`config.mk`:
```
export PLATFORM = sky130hd
export DESIGN_NAME = sorted_priority_queue
export DESIGN_NICKNAME = d
export VERILOG_FILES = /design/src/sv/spq_pkg.sv /design/src/sv/spq_cell.sv /design/src/sv/sorted_priority_queue.sv
export VERILOG_INCLUDE_DIRS = /design/src /design/src/sv
export SDC_FILE = /design/constraint.sdc
export NUM_CORES = 2
export LEC_CHECK = 0
export BUFFER_PORTS_ARGS = -buffer_cell sky130_fd_sc_hd__buf_4
export CORE_AREA = 2 2 356 358
export DETAILED_ROUTE_END_ITERATION = 7
export DIE_AREA = 0 0 358 360
export PLACE_DENSITY = 0.71
export RECOVER_POWER = 100
export SYNTH_ARGS = -nofsm -noshare
export SYNTH_HDL_FRONTEND = slang
export SYNTH_HIERARCHICAL = 1
export SYNTH_SLANG_ARGS = --single-unit
```
`constraint.sdc`:
```
create_clock -name clock -period 21.5 [get_ports clock]
set_input_delay 4.3 -clock clock [delete_from_list [all_inputs] [get_ports clock]]
set_output_delay 4.3 -clock clock [all_outputs]
set_load 0.02 [all_outputs]
```
`src/sv/assert_macros.svh`:
```
// assertion macros shared by the queue rtl
// no dependencies; included by files that carry concurrent checks
`ifndef ASSERT_MACROS_SVH
`define ASSERT_MACROS_SVH

// clocked check, muted while reset is high
`define SPQ_ASSERT(lbl, clk, rst, prop, msg) \
   lbl: assert property (@(posedge clk) disable iff (rst) prop) else $error(msg);

// clocked check that also holds during reset
`define SPQ_ASSERT_ALWAYS(lbl, clk, prop, msg) \
   lbl: assert property (@(posedge clk) prop) else $error(msg);

`endif

```
`src/sv/spq_pkg.sv`:
```
// shared types and constants of the sorted priority queue
// no dependencies; used by spq_cell and sorted_priority_queue
package spq_pkg;

   localparam int DEPTH_DEFAULT = 16;
   localparam int DATA_W        = 32;
   localparam int FILL_W        = 5;
   localparam int REQ_DATA_W    = 64;
   localparam int RSP_DATA_W    = 80;

   typedef enum logic [0:0] {
      FUNC_ENQ = 1'b0,
      FUNC_DEQ = 1'b1
   } func_type;

   typedef struct packed {
      logic signed [DATA_W-1:0] value;
      logic signed [DATA_W-1:0] weight;
   } entry_type;

   // per-cycle command broadcast to every cell
   typedef struct packed {
      logic enq;
      logic deq;
   } cell_ctrl_type;

endpackage

```
`src/sv/spq_cell.sv`:
```
// one slot of the sorted queue: holds an entry, compares it with the
// incoming weight and takes its own, a neighbor's or the new entry; uses spq_pkg
module spq_cell (
   input  logic                  clock,
   input  spq_pkg::cell_ctrl_type ctrl,
   input  logic                  occupied,
   input  logic                  at_tail,
   input  spq_pkg::entry_type    new_entry,
   input  logic                  left_gt,
   input  spq_pkg::entry_type    left_entry,
   input  spq_pkg::entry_type    right_entry,
   output logic                  gt,
   output spq_pkg::entry_type    entry
);

   spq_pkg::entry_type entry_ff, entry_in;

   // held entry leaves after the new one when its weight is strictly greater
   assign gt    = occupied && (entry_ff.weight > new_entry.weight);
   assign entry = entry_ff;

   always_comb begin
      entry_in = entry_ff;
      if (ctrl.deq) begin
         entry_in = right_entry;
      end else if (ctrl.enq) begin
         if (left_gt) begin
            entry_in = left_entry;
         end else if (gt || at_tail) begin
            entry_in = new_entry;
         end
      end
   end

   always_ff @(posedge clock) begin
      entry_ff <= entry_in;
   end

endmodule

```
`src/sv/sorted_priority_queue.sv`:
```
// response: a result appears in the rsp register in the cycle after its request is accepted
// throughput: one transaction per cycle while the rsp register is free; every cell
// updates at once, and the rsp register takes a new result whenever it is empty or being read
// reset: synchronous, clears the entry count and the rsp valid flag; slot
// contents are left as they are, so the queue is usable right after reset
// top level of the sorted priority queue; uses spq_pkg, spq_cell, assert_macros.svh
`include "assert_macros.svh"

module sorted_priority_queue #(
   parameter int DEPTH = spq_pkg::DEPTH_DEFAULT
) (
   input  logic                            clock,
   input  logic                            reset,
   // request channel
   input  logic                            req_tvalid,
   output logic                            req_tready,
   input  logic [spq_pkg::REQ_DATA_W-1:0]  req_tdata,   // item_value, item_weight
   input  logic                            req_tuser,   // func
   // response channel
   output logic                            rsp_tvalid,
   input  logic                            rsp_tready,
   // out_valid, out_value, out_weight, dropped, fill_count, is_empty, is_full, zero pad
   output logic [spq_pkg::RSP_DATA_W-1:0]  rsp_tdata
);

   localparam int CNT_W = $clog2(DEPTH + 1);

   // entry count and response register
   logic [CNT_W-1:0]               count_ff, count_in;
   logic                           rsp_valid_ff, rsp_valid_in;
   logic [spq_pkg::RSP_DATA_W-1:0] rsp_data_ff, rsp_data_in;

   // cell row wiring
   spq_pkg::entry_type     cell_entry [DEPTH];
   logic                   cell_gt    [DEPTH];
   spq_pkg::entry_type     new_entry;
   spq_pkg::cell_ctrl_type ctrl;

   logic accept, is_enq, full, empty, enq_ok, deq_ok, drop;
   logic [CNT_W+spq_pkg::FILL_W-1:0] count_wide;
   spq_pkg::entry_type out_entry;

   // a new transaction is taken when the rsp register is free or draining
   assign req_tready = !rsp_valid_ff || rsp_tready;
   assign accept     = req_tvalid && req_tready;
   assign is_enq     = spq_pkg::func_type'(req_tuser) == spq_pkg::FUNC_ENQ;

   assign full  = count_ff == CNT_W'(DEPTH);
   assign empty = count_ff == '0;

   // full queue refuses an enqueue, empty queue returns nothing on dequeue
   assign enq_ok = accept && is_enq && !full;
   assign drop   = accept && is_enq && full;
   assign deq_ok = accept && !is_enq && !empty;

   assign ctrl.enq = enq_ok;
   assign ctrl.deq = deq_ok;

   assign new_entry.value  = req_tdata[spq_pkg::DATA_W-1:0];
   assign new_entry.weight = req_tdata[2*spq_pkg::DATA_W-1:spq_pkg::DATA_W];

   // row of cells, slot 0 holds the least weight
   for (genvar i = 0; i < DEPTH; i++) begin : g_cell
      logic               occupied, at_tail, left_gt;
      spq_pkg::entry_type left_entry, right_entry;

      assign occupied = count_ff > CNT_W'(i);
      assign at_tail  = count_ff == CNT_W'(i);

      if (i == 0) begin : g_head
         assign left_gt    = 1'b0;
         assign left_entry = cell_entry[i];
      end else begin : g_body
         assign left_gt    = cell_gt[i-1];
         assign left_entry = cell_entry[i-1];
      end

      if (i == DEPTH - 1) begin : g_last
         assign right_entry = cell_entry[i];
      end else begin : g_inner
         assign right_entry = cell_entry[i+1];
      end

      spq_cell u_cell (
         .clock       (clock),
         .ctrl        (ctrl),
         .occupied    (occupied),
         .at_tail     (at_tail),
         .new_entry   (new_entry),
         .left_gt     (left_gt),
         .left_entry  (left_entry),
         .right_entry (right_entry),
         .gt          (cell_gt[i]),
         .entry       (cell_entry[i])
      );
   end

   always_comb begin
      count_in = count_ff;
      if (enq_ok) begin
         count_in = count_ff + CNT_W'(1);
      end else if (deq_ok) begin
         count_in = count_ff - CNT_W'(1);
      end
   end

   // fill count is reported modulo 32
   assign count_wide = {{spq_pkg::FILL_W{1'b0}}, count_in};
   assign out_entry  = deq_ok ? cell_entry[0] : '0;

   always_comb begin
      rsp_data_in = '0;
      rsp_data_in[0]     = deq_ok;
      rsp_data_in[32:1]  = out_entry.value;
      rsp_data_in[64:33] = out_entry.weight;
      rsp_data_in[65]    = drop;
      rsp_data_in[70:66] = count_wide[spq_pkg::FILL_W-1:0];
      rsp_data_in[71]    = count_in == '0;
      rsp_data_in[72]    = count_in == CNT_W'(DEPTH);
   end

   always_comb begin
      rsp_valid_in = rsp_valid_ff;
      if (accept) begin
         rsp_valid_in = 1'b1;
      end else if (rsp_tready) begin
         rsp_valid_in = 1'b0;
      end
   end

   always_ff @(posedge clock) begin
      if (reset) begin
         count_ff     <= '0;
         rsp_valid_ff <= 1'b0;
      end else begin
         count_ff     <= count_in;
         rsp_valid_ff <= rsp_valid_in;
      end
   end

   always_ff @(posedge clock) begin
      if (accept) begin
         rsp_data_ff <= rsp_data_in;
      end
   end

   assign rsp_tvalid = rsp_valid_ff;
   assign rsp_tdata  = rsp_data_ff;

   // checks
   `SPQ_ASSERT(a_count_bound, clock, reset, count_ff <= CNT_W'(DEPTH), "count beyond depth")
   `SPQ_ASSERT(a_enq_grows, clock, reset, enq_ok |=> count_ff == $past(count_ff) + CNT_W'(1), "enqueue did not grow count")
   `SPQ_ASSERT(a_drop_full, clock, reset, drop |=> rsp_tdata[65] && rsp_tdata[72] && count_ff == CNT_W'(DEPTH), "drop without full queue")
   `SPQ_ASSERT(a_head_order, clock, reset, count_ff >= CNT_W'(2) |-> cell_entry[0].weight <= cell_entry[1].weight, "head out of order")

endmodule

```
==> key figures <==
Run status
  • Status: finished with violations
  • Violated checks: max-capacitance violations, max-slew violations

Floorplanning
  • Io pins: 151
  • Starting density of the core: 0.546
  • Die height: 360 um
  • Die area: 0.129 mm^2
  • Core Region: 0.125 mm^2
  • Die X: 358 um
  • Row cnt: 130

Placed design
  • Cell total after placement: 8125
  • Input/output buffers: 143
  • Hpwl dp: around 110000 um
  • Gp weighted congestion: 0.877

GRT
  • Met3 Usage GRT: 0.0341
  • Gr ovfl total: 0
  • GR peak layer: met1
  • GR Util met1: 0.383
  • Met2 GRT Util: 0.381
  • Vias in the first global route: 47100
  • Antenna violations before repair: 9
  • First-pass GRT wire length: 262000 um
  • Largest net degree at the start of global routing: approximately 330
  • Total GRT Usage: 0.253

Power
  • Peak supply drop: 0.122 mV
  • Power Density: 95.0 mW/mm^2
  • Pleak: 26.4 nW

Setup path
  • CP Launch Type: primary input
  • Delay of the slowest cell on the worst path: 3.47 ns
  • Crit Path Class: in2reg
  • Critical path's slowest cell: clkbuf_1
  • WP data required: roughly 22 ns
  • Crit-path cells: clkbuf_1 -> nand2_1 -> or3_1 -> clkinvlp_2 -> clkbuf_1 -> buf_4 -> buf_4 -> o21ai_0
  • Crit Path Max Fanout: between 150 and 200
  • Crit path DAT: 14.32 ns
  • Worst Setup End Kind: register
  • Reg2reg setup slack: slightly above 10 ns

Yosys
  • Mapped Avg Cell Area: 10.3 um^2
  • Cell area after synthesis: between 0.06 and 0.07 mm^2
  • Yosys warns: 6
  • Mapped Cells: approximately 6600

Timing
  • RSZ-0062 raised after global routing: no
  • Fin crit share: 0.646
  • Fmax: 72.0 MHz
  • Period minus WS final: 13.89 ns
  • Final Hold Fails: 0
  • Fin. max-slew vios: 1576
  • Count of final setup violators: 0
  • Setup TNS Final: 0 ns
  • Worst slew pin tran: 5.11 ns
  • Layout Skew: 0.0520 ns
  • Slew HR: -2.43

Clocking
  • Post-CTS resize count: 0
  • Latest clock arrival within the worst-skew pair: 0.75 ns
  • Clock tree buffer depth: 3
  • H-tree Lvls: 3
  • Total CTS buffers: 118
  • # hold bufs at CTS: 0
  • CTS tree: done
  • Post-CTS setup buffers: 0
  • Clock Tree Root: clkbuf_16
  • Clock sink count: 1103
  • Reg clk slew, reported paths: 0.06 ns

Hold path
  • Hold Crit Class: reg2reg

Route
  • Via-to-Cell Ratio: 5.88
  • First-pass DRT Iterations: 6
  • Routed Antenna Nets: 0
  • DRT iter0 DRCs: roughly 5200
  • Final wirelength: 166000 um
  • WL/cell: 19.9 um
  • Vias: 49100
  • # DRC: 0

Layout
  • Most common cell after layout, fill and taps aside: nand2_1
  • Most frequent cells in the layout: 1152 x nand2_1, 1097 x edfxtp_1, 1066 x o21ai_0
  • Share of cells above drive strength 1: 0.0474
  • Final Non-Filler Cells: 8346
  • Nets: 7182
  • Layout fillers: ~10000
  • Area growth, synth to finish: 8.32%

Job
  • Max-cap violation count: 26
stage by stage:
stage	instance area [um^2]	total power [W]	util	worst slack [ns]	hold slack, ns
global route	73900	0.00738	0.591	6.55	0.572
finish	73900	0.00702	0.591	7.61	0.541
floorplan	68200	0.00450	-	10.39	0.522
CTS	74400	0.00703	0.595	12.31	0.542
global placement	70700	0.00496	0.566	12.30	0.528
detailed placement	70700	0.00506	0.566	12.32	0.538
flip-flops by register name, summed over array words and instances (netlist names):
signal and cells:
g_cell.u_cell/entry 1024, rsp_tdata 73, count_ff 5, rsp_tvalid 1
worst paths after layout:
check,start,endpoint,depth (start not counted)
max reg2reg,count_ff[1]$_SDFF_PP0_,g_cell[12].u_cell/entry[15]$_DFFE_PP_,10
max,req_tuser,g_cell[12].u_cell/entry[15]$_DFFE_PP_,8
min,g_cell[1].u_cell/entry[45]$_DFFE_PP_,g_cell[0].u_cell/entry[45]$_DFFE_PP_,2
min reg2reg,g_cell[1].u_cell/entry[45]$_DFFE_PP_,g_cell[0].u_cell/entry[45]$_DFFE_PP_,2
critical path: cells and delay by family:
family	cells	cell delay [ns]
buffers and inverters	5	9.06
AND/OR/NAND/NOR	2	0.47
AO/OA/AOI/OAI	1	0.24
layer usage:
metal | vias up | share of wire
met5 | - | 0.000078
met4 | 2 | 0.023
met3 | 243 | 0.074
met2 | 1726 | 0.43
met1 | 23200 | 0.47
li1 | 23900 | -
power breakdown:
group | leakage (nW) | switching [W] | internal [W]
clock network | 1.80 | 0.000863 | 0.00111
registers | 10.2 | 0.000252 | 0.00295
logic | 14.4 | 0.00117 | 0.000676
area by class of cell:
cell class | instances | area (um^2) | area share
Antenna cell | 2 | 5.00 | 0.0000677
Clock buffer | 151 | 3090 | 0.0418
Clock inverter | 68 | 614 | 0.00831
Inverter | 537 | 2020 | 0.0273
Multi-Input combinational cell | 4630 | 31800 | 0.431
Sequential cell | 1103 | 33100 | 0.447
Tap cell | 1650 | 2060 | 0.0279
Timing Repair Buffer | 205 | 1200 | 0.0163
Power figures use the tool's default switching activity.
